### config.mk
export PLATFORM = sky130hd
export DESIGN_NAME = differential_drive_odometry
export DESIGN_NICKNAME = d
export VERILOG_FILES = /design/src/rtl/odo_pkg.sv /design/src/rtl/odo_ctrl.sv /design/src/rtl/odo_dp.sv /design/src/rtl/differential_drive_odometry.sv
export VERILOG_INCLUDE_DIRS = /design/src /design/src/rtl
export SDC_FILE = /design/constraint.sdc
export NUM_CORES = 2
export LEC_CHECK = 0
export ABC_AREA = 0
export BUFFER_PORTS_ARGS = -buffer_cell sky130_fd_sc_hd__buf_4
export CORE_ASPECT_RATIO = 1.5
export CORE_MARGIN = 2
export CORE_UTILIZATION = 47
export CTS_BUF_LIST = sky130_fd_sc_hd__clkbuf_4
export DETAILED_ROUTE_END_ITERATION = 16
export GPL_TIMING_DRIVEN = 0
export PLACE_DENSITY = 0.73
export SYNTH_ARGS = -nofsm -noshare
export SYNTH_HDL_FRONTEND = slang
export SYNTH_SLANG_ARGS = --single-unit
export TNS_END_PERCENT = 30
### constraint.sdc
create_clock -name i_clk -period 24.5 [get_ports i_clk]
set_input_delay 2.45 -clock i_clk [delete_from_list [all_inputs] [get_ports i_clk]]
set_output_delay 2.45 -clock i_clk [all_outputs]
set_load 0.03 [all_outputs]
### src/rtl/assert_macros.svh
// Assertion macros used by the top-level RTL file.
// Bodies compile away when SYNTHESIS is defined.
`ifndef ASSERT_MACROS_SVH
`define ASSERT_MACROS_SVH
`ifndef SYNTHESIS
`define ASSERT_NEVER(label, clk, rst_n, expr) \
    label: assert property (@(posedge clk) disable iff (!rst_n) !(expr)) \
        else $error("assertion failed");
`define ASSERT_IMPL(label, clk, rst_n, ante, cons) \
    label: assert property (@(posedge clk) disable iff (!rst_n) (ante) |=> (cons)) \
        else $error("assertion failed");
`else
`define ASSERT_NEVER(label, clk, rst_n, expr)
`define ASSERT_IMPL(label, clk, rst_n, ante, cons)
`endif
`endif

### src/rtl/odo_pkg.sv
// Shared types, constants and the CORDIC angle table for the odometry block.
// No dependencies.
`timescale 1ns / 1ps
package odo_pkg;
    localparam int TRIG_ITERATIONS = 16;
    localparam int ANGLE_TABLE_LEN = 30;
    localparam int ITER_COUNT = (TRIG_ITERATIONS < ANGLE_TABLE_LEN) ?
                                TRIG_ITERATIONS : ANGLE_TABLE_LEN;
    localparam int ITER_W = 5;
    localparam logic [ITER_W-1:0] ITER_LAST = ITER_W'(ITER_COUNT - 1);
    localparam int CORDIC_W = 34;
    localparam logic [31:0] CORDIC_GAIN_Q30 = 32'd652032874;
    localparam logic signed [33:0] QUARTER_TURN = 34'sd1073741824;
    localparam logic signed [33:0] HALF_TURN = 34'sd2147483648;

    typedef enum logic [2:0] {
        CFG_RIGHT_MM    = 3'd0,
        CFG_LEFT_MM     = 3'd1,
        CFG_TURN        = 3'd2,
        CFG_INTERVAL    = 3'd3,
        CFG_DIST_LIMIT  = 3'd4,
        CFG_ANGLE_LIMIT = 3'd5
    } t_cfg_idx;

    typedef enum logic [3:0] {
        ST_IDLE, ST_CORDIC, ST_MUL_R, ST_MUL_L, ST_SUMDIFF,
        ST_MX_LO, ST_MX_HI, ST_MY_LO, ST_MY_HI, ST_MT_LO, ST_MT_HI,
        ST_UPDATE, ST_CHECK, ST_DONE
    } t_state;

    typedef enum logic [3:0] {
        MUL_NONE, MUL_R, MUL_L, MUL_X_LO, MUL_X_HI, MUL_Y_LO, MUL_Y_HI,
        MUL_T_LO, MUL_T_HI
    } t_mul_op;

    typedef struct packed {
        logic               accept;
        logic               cordic_step;
        logic [ITER_W-1:0]  cordic_idx;
        t_mul_op            mul_op;
        logic               sum_diff;
        logic               update;
        logic               check;
        logic               publish;
    } t_cmd;

    typedef struct packed {
        logic out_free;
    } t_status;

    function automatic logic [31:0] atan_units(input logic [ITER_W-1:0] i);
        logic [31:0] v;
        case (i)
            5'd0:  v = 32'h20000000;
            5'd1:  v = 32'h12E4051E;
            5'd2:  v = 32'h09FB385B;
            5'd3:  v = 32'h051111D4;
            5'd4:  v = 32'h028B0D43;
            5'd5:  v = 32'h0145D7E1;
            5'd6:  v = 32'h00A2F61E;
            5'd7:  v = 32'h00517C55;
            5'd8:  v = 32'h0028BE53;
            5'd9:  v = 32'h00145F2F;
            5'd10: v = 32'h000A2F98;
            5'd11: v = 32'h000517CC;
            5'd12: v = 32'h00028BE6;
            5'd13: v = 32'h000145F3;
            5'd14: v = 32'h0000A2FA;
            5'd15: v = 32'h0000517D;
            5'd16: v = 32'h000028BE;
            5'd17: v = 32'h0000145F;
            5'd18: v = 32'h00000A30;
            5'd19: v = 32'h00000518;
            5'd20: v = 32'h0000028C;
            5'd21: v = 32'h00000146;
            5'd22: v = 32'h000000A3;
            5'd23: v = 32'h00000051;
            5'd24: v = 32'h00000029;
            5'd25: v = 32'h00000014;
            5'd26: v = 32'h0000000A;
            5'd27: v = 32'h00000005;
            5'd28: v = 32'h00000003;
            5'd29: v = 32'h00000001;
            default: v = 32'h00000000;
        endcase
        return v;
    endfunction
endpackage

### src/rtl/odo_ctrl.sv
// Sequencer for the odometry block: steps the datapath through one item.
// Depends on odo_pkg.
`timescale 1ns / 1ps
module odo_ctrl import odo_pkg::*; (
    input  logic    i_clk,
    input  logic    i_rst_n,
    input  logic    i_s_tvalid,
    input  logic    i_s_tuser,
    output logic    o_s_tready,
    input  t_status i_status,
    output t_cmd    o_cmd
);
    t_state            r_state, n_state;
    logic [ITER_W-1:0] r_iter, n_iter;

    always_ff @(posedge i_clk) begin
        if (!i_rst_n) begin
            r_state <= ST_IDLE;
            r_iter  <= '0;
        end else begin
            r_state <= n_state;
            r_iter  <= n_iter;
        end
    end

    always_comb begin
        n_state = r_state;
        n_iter  = r_iter;
        o_cmd   = '0;
        o_cmd.mul_op = MUL_NONE;
        o_cmd.cordic_idx = r_iter;
        o_s_tready = 1'b0;
        case (r_state)
            ST_IDLE: begin
                // take nothing while reset is held
                o_s_tready = i_rst_n;
                if (i_s_tvalid && i_rst_n) begin
                    o_cmd.accept = 1'b1;
                    n_iter = '0;
                    n_state = i_s_tuser ? ST_DONE : ST_CORDIC;
                end
            end
            ST_CORDIC: begin
                o_cmd.cordic_step = 1'b1;
                n_iter = r_iter + 1'b1;
                if (r_iter == ITER_LAST) n_state = ST_MUL_R;
            end
            ST_MUL_R: begin
                o_cmd.mul_op = MUL_R;
                n_state = ST_MUL_L;
            end
            ST_MUL_L: begin
                o_cmd.mul_op = MUL_L;
                n_state = ST_SUMDIFF;
            end
            ST_SUMDIFF: begin
                o_cmd.sum_diff = 1'b1;
                n_state = ST_MX_LO;
            end
            ST_MX_LO: begin
                o_cmd.mul_op = MUL_X_LO;
                n_state = ST_MX_HI;
            end
            ST_MX_HI: begin
                o_cmd.mul_op = MUL_X_HI;
                n_state = ST_MY_LO;
            end
            ST_MY_LO: begin
                o_cmd.mul_op = MUL_Y_LO;
                n_state = ST_MY_HI;
            end
            ST_MY_HI: begin
                o_cmd.mul_op = MUL_Y_HI;
                n_state = ST_MT_LO;
            end
            ST_MT_LO: begin
                o_cmd.mul_op = MUL_T_LO;
                n_state = ST_MT_HI;
            end
            ST_MT_HI: begin
                o_cmd.mul_op = MUL_T_HI;
                n_state = ST_UPDATE;
            end
            ST_UPDATE: begin
                o_cmd.update = 1'b1;
                n_state = ST_CHECK;
            end
            ST_CHECK: begin
                o_cmd.check = 1'b1;
                n_state = ST_DONE;
            end
            ST_DONE: begin
                // hold until the output register is free
                if (i_status.out_free) begin
                    o_cmd.publish = 1'b1;
                    n_state = ST_IDLE;
                end
            end
            default: n_state = ST_IDLE;
        endcase
    end
endmodule

### src/rtl/odo_dp.sv
// Datapath of the odometry block: pose state, CORDIC, shared multiplier,
// movement check and output register. Depends on odo_pkg.
`timescale 1ns / 1ps
module odo_dp import odo_pkg::*; (
    input  logic         i_clk,
    input  logic         i_rst_n,
    input  logic         i_cfg_we,
    input  logic [2:0]   i_cfg_addr,
    input  logic [31:0]  i_cfg_data,
    input  logic [127:0] i_s_tdata,
    input  logic         i_s_tuser,
    output logic [95:0]  o_m_tdata,
    output logic         o_m_tuser,
    output logic         o_m_tvalid,
    input  logic         i_m_tready,
    input  t_cmd         i_cmd,
    output t_status      o_status
);
    logic [15:0] r_right_mm, r_left_mm, r_interval;
    logic [31:0] r_turn;
    logic [30:0] r_dist_limit, r_angle_limit;

    logic [15:0] r_prev_r, r_prev_l, r_countdown;
    logic [31:0] r_x, r_y, r_h, r_snap_x, r_snap_y, r_snap_h;
    logic        r_still;

    logic signed [16:0] r_dr, r_dl;
    logic signed [32:0] r_mmr, r_mml;
    logic signed [33:0] r_sum, r_diff;
    logic signed [CORDIC_W-1:0] r_cx, r_cy, r_cz;
    logic        r_flip;
    logic signed [67:0] r_px, r_py;
    logic [63:0] r_pt;
    logic        r_valid;
    logic [95:0] r_out_data;
    logic        r_out_still;

    logic [15:0] s_rdelta, s_ldelta;
    logic signed [33:0] s_z0;
    logic signed [CORDIC_W-1:0] s_xs, s_ys, s_atan;
    logic signed [32:0] s_cos, s_sin, s_b;
    logic signed [17:0] s_a;
    logic signed [50:0] s_p;
    logic signed [67:0] s_p68, s_rx, s_ry;
    logic signed [36:0] s_dx, s_dy;
    logic signed [37:0] s_xn, s_yn;
    logic [63:0] s_rt;
    logic signed [32:0] s_cdx, s_cdy, s_adx, s_ady;
    logic [31:0] s_dh;
    logic signed [32:0] s_adh;
    logic        s_still;

    function automatic logic [31:0] sat38(input logic signed [37:0] v);
        if (v > 38'sd2147483647) return 32'h7FFFFFFF;
        else if (v < -38'sd2147483648) return 32'h80000000;
        else return v[31:0];
    endfunction

    always_comb begin
        s_rdelta = i_s_tdata[15:0] - r_prev_r;
        s_ldelta = i_s_tdata[31:16] - r_prev_l;
        s_z0 = 34'(signed'(r_h));
        s_xs = r_cx >>> i_cmd.cordic_idx;
        s_ys = r_cy >>> i_cmd.cordic_idx;
        s_atan = $signed({2'b00, atan_units(i_cmd.cordic_idx)});
        s_cos = r_flip ? 33'(-r_cx) : r_cx[32:0];
        s_sin = r_flip ? 33'(-r_cy) : r_cy[32:0];
        s_a = '0;
        s_b = '0;
        case (i_cmd.mul_op)
            MUL_R: begin
                s_a = 18'(r_dr);
                s_b = $signed({17'd0, r_right_mm});
            end
            MUL_L: begin
                s_a = 18'(r_dl);
                s_b = $signed({17'd0, r_left_mm});
            end
            MUL_X_LO: begin
                s_a = $signed({1'b0, r_sum[16:0]});
                s_b = s_cos;
            end
            MUL_X_HI: begin
                s_a = 18'(signed'(r_sum[33:17]));
                s_b = s_cos;
            end
            MUL_Y_LO: begin
                s_a = $signed({1'b0, r_sum[16:0]});
                s_b = s_sin;
            end
            MUL_Y_HI: begin
                s_a = 18'(signed'(r_sum[33:17]));
                s_b = s_sin;
            end
            MUL_T_LO: begin
                s_a = $signed({1'b0, r_diff[16:0]});
                s_b = $signed({1'b0, r_turn});
            end
            MUL_T_HI: begin
                s_a = 18'(signed'(r_diff[33:17]));
                s_b = $signed({1'b0, r_turn});
            end
            default: begin
                s_a = '0;
                s_b = '0;
            end
        endcase
        s_p = s_a * s_b;
        s_p68 = 68'(s_p);
        // round half up, then floor shift
        s_rx = r_px + 68'sd1073741824;
        s_ry = r_py + 68'sd1073741824;
        s_dx = s_rx[67:31];
        s_dy = s_ry[67:31];
        s_xn = 38'(signed'(r_x)) + 38'(s_dx);
        s_yn = 38'(signed'(r_y)) + 38'(s_dy);
        s_rt = r_pt + 64'h0000_0000_8000_0000;
        s_cdx = 33'(signed'(r_x)) - 33'(signed'(r_snap_x));
        s_cdy = 33'(signed'(r_y)) - 33'(signed'(r_snap_y));
        s_adx = (s_cdx < 0) ? -s_cdx : s_cdx;
        s_ady = (s_cdy < 0) ? -s_cdy : s_cdy;
        s_dh = r_h - r_snap_h;
        s_adh = s_dh[31] ? -33'(signed'(s_dh)) : 33'(signed'(s_dh));
        s_still = (s_adx < $signed({2'b00, r_dist_limit})) &&
                  (s_ady < $signed({2'b00, r_dist_limit})) &&
                  (s_adh < $signed({2'b00, r_angle_limit}));
        o_status.out_free = !r_valid || i_m_tready;
    end

    always_ff @(posedge i_clk) begin
        if (!i_rst_n) begin
            r_right_mm <= '0;
            r_left_mm <= '0;
            r_turn <= '0;
            r_interval <= 16'd1;
            r_dist_limit <= '0;
            r_angle_limit <= '0;
        end else if (i_cfg_we) begin
            case (i_cfg_addr)
                CFG_RIGHT_MM:    r_right_mm <= i_cfg_data[15:0];
                CFG_LEFT_MM:     r_left_mm <= i_cfg_data[15:0];
                CFG_TURN:        r_turn <= i_cfg_data;
                CFG_INTERVAL:    r_interval <= i_cfg_data[15:0];
                CFG_DIST_LIMIT:  r_dist_limit <= i_cfg_data[30:0];
                CFG_ANGLE_LIMIT: r_angle_limit <= i_cfg_data[30:0];
                default: ;
            endcase
        end
    end

    always_ff @(posedge i_clk) begin
        if (!i_rst_n) begin
            r_prev_r <= '0;
            r_prev_l <= '0;
            r_x <= '0;
            r_y <= '0;
            r_h <= '0;
            r_countdown <= '0;
            r_snap_x <= '0;
            r_snap_y <= '0;
            r_snap_h <= '0;
            r_still <= 1'b0;
            r_valid <= 1'b0;
        end else begin
            if (i_cmd.accept) begin
                if (i_s_tuser) begin
                    r_x <= i_s_tdata[63:32];
                    r_y <= i_s_tdata[95:64];
                    r_h <= i_s_tdata[127:96];
                end else begin
                    r_prev_r <= i_s_tdata[15:0];
                    r_prev_l <= i_s_tdata[31:16];
                end
            end
            if (i_cmd.update) begin
                r_x <= sat38(s_xn);
                r_y <= sat38(s_yn);
                r_h <= r_h + s_rt[63:32];
            end
            if (i_cmd.check) begin
                if (r_countdown > 16'd1) begin
                    r_countdown <= r_countdown - 16'd1;
                end else begin
                    r_countdown <= r_interval;
                    r_still <= s_still;
                    r_snap_x <= r_x;
                    r_snap_y <= r_y;
                    r_snap_h <= r_h;
                end
            end
            if (i_cmd.publish) r_valid <= 1'b1;
            else if (i_m_tready) r_valid <= 1'b0;
        end
    end

    // working registers, no reset needed
    always_ff @(posedge i_clk) begin
        if (i_cmd.accept) begin
            r_dr <= 17'(signed'(s_rdelta));
            r_dl <= -17'(signed'(s_ldelta));
            r_cx <= $signed({2'b00, CORDIC_GAIN_Q30});
            r_cy <= '0;
            // fold headings beyond a quarter turn back by a half turn
            if (s_z0 > QUARTER_TURN) begin
                r_cz <= s_z0 - HALF_TURN;
                r_flip <= 1'b1;
            end else if (s_z0 < -QUARTER_TURN) begin
                r_cz <= s_z0 + HALF_TURN;
                r_flip <= 1'b1;
            end else begin
                r_cz <= s_z0;
                r_flip <= 1'b0;
            end
        end
        if (i_cmd.cordic_step) begin
            if (r_cz >= 0) begin
                r_cx <= r_cx - s_ys;
                r_cy <= r_cy + s_xs;
                r_cz <= r_cz - s_atan;
            end else begin
                r_cx <= r_cx + s_ys;
                r_cy <= r_cy - s_xs;
                r_cz <= r_cz + s_atan;
            end
        end
        if (i_cmd.sum_diff) begin
            r_sum <= 34'(r_mmr) + 34'(r_mml);
            r_diff <= 34'(r_mmr) - 34'(r_mml);
        end
        case (i_cmd.mul_op)
            MUL_R:    r_mmr <= s_p[32:0];
            MUL_L:    r_mml <= s_p[32:0];
            MUL_X_LO: r_px <= s_p68;
            MUL_X_HI: r_px <= r_px + (s_p68 <<< 17);
            MUL_Y_LO: r_py <= s_p68;
            MUL_Y_HI: r_py <= r_py + (s_p68 <<< 17);
            MUL_T_LO: r_pt <= s_p68[63:0];
            MUL_T_HI: r_pt <= r_pt + (s_p68[63:0] << 17);
            default: ;
        endcase
        if (i_cmd.publish) begin
            r_out_data <= {r_h, r_y, r_x};
            r_out_still <= r_still;
        end
    end

    assign o_m_tdata = r_out_data;
    assign o_m_tuser = r_out_still;
    assign o_m_tvalid = r_valid;
endmodule

### src/rtl/differential_drive_odometry.sv
// Sample item: after its transfer the sequencer runs the CORDIC steps (16 at
// the default TRIG_ITERATIONS), then MUL_R, MUL_L, SUMDIFF, the MX, MY and MT
// multiplies (low then high half each), UPDATE, CHECK and DONE; no new transfer
// is taken until the result is published. Load item: goes straight to DONE.
// A full output register holds the finish state until it drains. Synchronous
// active-low reset clears pose, counters and configuration (still_interval to 1).
`timescale 1ns / 1ps
`include "assert_macros.svh"
module differential_drive_odometry import odo_pkg::*; (
    input  logic         i_clk,
    input  logic         i_rst_n,
    input  logic         i_cfg_we,
    input  logic [2:0]   i_cfg_addr,
    input  logic [31:0]  i_cfg_data,
    input  logic         i_s_tvalid,
    output logic         o_s_tready,
    // right_count[15:0], left_count[31:16], load_x[63:32], load_y[95:64],
    // load_heading[127:96]
    input  logic [127:0] i_s_tdata,
    // kind
    input  logic         i_s_tuser,
    output logic         o_m_tvalid,
    input  logic         i_m_tready,
    // pos_x[31:0], pos_y[63:32], heading[95:64]
    output logic [95:0]  o_m_tdata,
    // still
    output logic         o_m_tuser
);
    t_cmd       s_cmd;
    t_status    s_status;
    logic [4:0] s_strobes;

    odo_ctrl u_ctrl (
        .i_clk      (i_clk),
        .i_rst_n    (i_rst_n),
        .i_s_tvalid (i_s_tvalid),
        .i_s_tuser  (i_s_tuser),
        .o_s_tready (o_s_tready),
        .i_status   (s_status),
        .o_cmd      (s_cmd)
    );

    odo_dp u_dp (
        .i_clk      (i_clk),
        .i_rst_n    (i_rst_n),
        .i_cfg_we   (i_cfg_we),
        .i_cfg_addr (i_cfg_addr),
        .i_cfg_data (i_cfg_data),
        .i_s_tdata  (i_s_tdata),
        .i_s_tuser  (i_s_tuser),
        .o_m_tdata  (o_m_tdata),
        .o_m_tuser  (o_m_tuser),
        .o_m_tvalid (o_m_tvalid),
        .i_m_tready (i_m_tready),
        .i_cmd      (s_cmd),
        .o_status   (s_status)
    );

    assign s_strobes = {s_cmd.cordic_step, s_cmd.update, s_cmd.check, s_cmd.publish,
                        s_cmd.accept};

    `ASSERT_NEVER(a_one_strobe, i_clk, i_rst_n, $countones(s_strobes) > 1)
    `ASSERT_IMPL(a_busy_after_sample, i_clk, i_rst_n, i_s_tvalid && o_s_tready && !i_s_tuser, !o_s_tready)
    `ASSERT_IMPL(a_publish_valid, i_clk, i_rst_n, s_cmd.publish, o_m_tvalid)
endmodule
==> results.md <==
- Cell area after synthesis: approximately 0.098 sq mm
- Proportion of register bits with asynchronous set or reset after synthesis: 0%
- Flip-flop and latch count after synthesis: ~940
- Path category of the worst min-delay check: flop to flop
- Most instantiated library cell after synthesis: sky130_fd_sc_hd__nand2_1
- Top cells by instance count after synthesis: sky130_fd_sc_hd__nand2_1 (1700), sky130_fd_sc_hd__inv_1 (1131), sky130_fd_sc_hd__ha_1 (779)
- Clock latency reported for the late side of the worst-skew pair: ~1.3 ns
- Count of nets left with antenna violations after detail routing: 0
- Clock tree from TritonCTS: built
- Count of placed standard cells including taps: ~14000
- Floorplan Core Area: 0.206 sq mm
- Clock transition at the register clock pins on the worst setup and hold paths after CTS: about 0.070 ns
- Post-synthesis average cell area: about 8.5 sq um
- Maximum number of pins on one net before global-route repair: 59
- Yosys warning count: 0
- Launch instance of the worst min-delay path: u_dp.r_snap_x[20]
- Number of non-filler instances in the completed layout: approximately 15000
- HPWL Detailed: 301 mm
- Startpoint of the worst-slack reg-to-reg timing path: u_ctrl.r_state[2]
- Syn-to-layout area delta: 9.46%
- Largest driver fanout on the critical path: 10
- Die area: ~0.21 sq mm
- Launching element of the worst setup path: u_ctrl.r_state[2]
- Most numerous cell on the critical path: sky130_fd_sc_hd__inv_1
- Library cell used as clock root buffer: sky130_fd_sc_hd__clkbuf_4
- Leakage dissipation: between 40 and 50 nW
- Total clock sinks: about 940
- Library cell with the largest summed area after synthesis: sky130_fd_sc_hd__edfxtp_1
- Global-route wire length before repair: between 500 and 600 mm
- Ranking of synthesized cells by area: sky130_fd_sc_hd__edfxtp_1 (16%), sky130_fd_sc_hd__fa_1 (12%), sky130_fd_sc_hd__ha_1 (10%), sky130_fd_sc_hd__dfxtp_1 (8.7%), sky130_fd_sc_hd__nand2_1 (6.5%)
- Number of nets in the synthesized netlist: between 10000 and 15000
- Number of hold buffers added after cts: 0
- Grt total ovfl: 0
- Transition time of the tightest slew-check pin: 1.59 ns
- Number of antenna violations at the first check in global routing: 29
- Design area: roughly 0.11 sq mm
- Number of global-route vias before repair: between 80000 and 90000
- Data required time of the worst path: around 25 ns
- Post-detailed-route wirelength per cell: 25.2 microns
- Result of the run: finished, violations left
- Nets: between 10000 and 15000
- Kind of critical path: flop to flop
- Setup TNS after final layout: 0 ns
- Count of different cell masters after synthesis: just over 100
- Die outline width: between 300 and 400 microns
- WHS: ~0.46 ns
- Areal power density over the cells: roughly 130 mW/mm^2
- Shortest clock period the worst path allows after layout: between 15 and 20 ns
- Share of the clock period used by the worst path: between 60 and 70%
- Worst path arrival time: ~17 ns
- Hold violation total from the final report: 0
- Boundary Pins: between 200 and 300
- Total iterations of the first detailed-routing run: 10
- Slew headroom: -5.67%
- Worst-case vdd ir drop: 80.5 uV
- Initial core utilization: between 40% and 50%
- Count of flip-flops with a built-in enable after synthesis: slightly above 500
- Floorplan row count: slightly above 200
- Gate count of the mapped netlist: between 10000 and 15000
- Top cell type's share of synthesized area: 15.8%
- Highest achievable clock rate: 61.7 MHz
- Final GP Congestion: ~1.1
- Number of maximum-capacitance violations: 4
- Final-report max-slew violation count: 37
- Routed wire length: roughly 370 mm
- Y dimension of the die: between 500 and 600 microns
- RSZ-0062 raised after global routing: false
- Violation count after the first detailed-routing iteration: ~7800
- Number of cells upsized or downsized after cts: 0
- Dpl cell area: approximately 0.10 sq mm
- Sequential fraction of the synthesis area: 24.5%
- Final setup skew: 0.153 ns
- Number of buffers created by CTS: around 240
- Final setup viols: 0
- Kind of start point of the critical path: flop
- CP peak stage delay: between 1 and 1.5 ns
- Failing checks: max-capacitance violations, max-slew violations
- Main synth FF type: sky130_fd_sc_hd__edfxtp_1
- Fraction of the core area covered by cells at the end of the flow: slightly above 50%
- Port Buffers: around 270
- Number of vias per cell after detailed routing: roughly 6
- Fraction of final layout cells sized beyond drive strength 1: 8.23%
- Remaining DRCs: 0
- Vias after detailed routing: 90200
- Critical Path End Type: flop
- GRT Util Overall: around a third
- Setup Buffers After CTS: 0
- Number of levels the H-tree was split into: 4
- Maximum count of clock buffers along a single path: 4
- Cell with the biggest individual delay on the critical path: sky130_fd_sc_hd__nor3_1
-- area by class of cell --
class                           instances  area, sq um
Antenna cell                           15         37.5
Tap cell                             2678         3350
Buffer                                495         2000
Fill cell                           19700        99400
Timing Repair Buffer                  303         2470
Inverter                             1133         4260
Clock inverter                        104          723
Sequential cell                       938        23900
Clock buffer                          327         2450
Multi-Input combinational cell       8907        67600
-- layer usage --
layer,vias up,wire [microns],GRT usage [%]
met1,43200,130000,37.4
met2,4388,172000,57.3
met4,18,40100,30.9
met5,-,106,0
met3,1599,32000,7.36
li1,41000,-,-
-- flip-flops by register name, summed over array words and instances, names as in the netlist, 34 cells and up --
name	cells
u_dp.r_diff	34
u_dp.r_px	51
u_dp.o_m_tdata	96
u_dp.r_py	51
u_dp.r_cx	34
u_dp.r_pt	47
u_dp.r_cz	34
u_dp.r_cy	34
-- kinds of logic after synthesis --
group,share of synthesized area (%)
adders and majority gates,22.0
DFF,24.5
buffers and inverters,6.40
AOI/OAI and AO/OA,19.1
xor gates and xnor gates,7.65
and+or+nand+nor,16.6
muxes,3.75
-- path summary, 6_finish.rpt --
check,endpoint,slack [ns],cells past startpoint
max,u_dp.r_py[67],8.30,48
min,u_dp.r_snap_x[20],0.46,2
max reg2reg,u_dp.r_py[67],8.30,48
min reg2reg,u_dp.r_snap_x[20],0.46,2
-- where the power goes --
group,switching [mW],internal (mW)
Clock,0.737,0.737
Sequential,0.382,2.12
Combinational,6.19,3.79
-- critical path: cells and delay by family (launching register included) --
kind / cells / cell delay, ns
xor gates and xnor gates: 2 / 0.62
adders and majority gates: 8 / 3.56
DFF: 1 / 0.30
AOI/OAI and AO/OA: 11 / 4.09
buffers and inverters: 13 / 3.70
and+or+nand+nor: 14 / 3.48
-- per-stage QoR --
| step | worst slack (ns) | total power, mW |
|---|---|---|
| 6_report | 8.30 | 14.0 |
| 5_1_grt | 8.06 | 14.9 |
| 2_1_floorplan | 12.35 | 9.32 |
| 3_3_place_gp | 6.57 | 12.1 |
| 3_5_place_dp | 9.11 | 12.2 |
| 4_1_cts | 8.91 | 13.7 |
-- cell usage in the layout, fill, tap and decap left out, drive strengths merged, types with 92 or more instances in the layout --
cell type  instances
nor2             769
edfxtp           515
inv             1133
a21oi            673
dfxtp            423
buf              368
nand3            178
and2             124
xnor2            516
and3              93
o21ai            672
nand4             92
a21boi           300
clkbuf           757
clkinv            93
fa               586
nand2           1700
xor2             336
ha               779
a21o             317
nor3             150
nand2b           125
o21bai            92
Power figures use the tool's default switching activity.
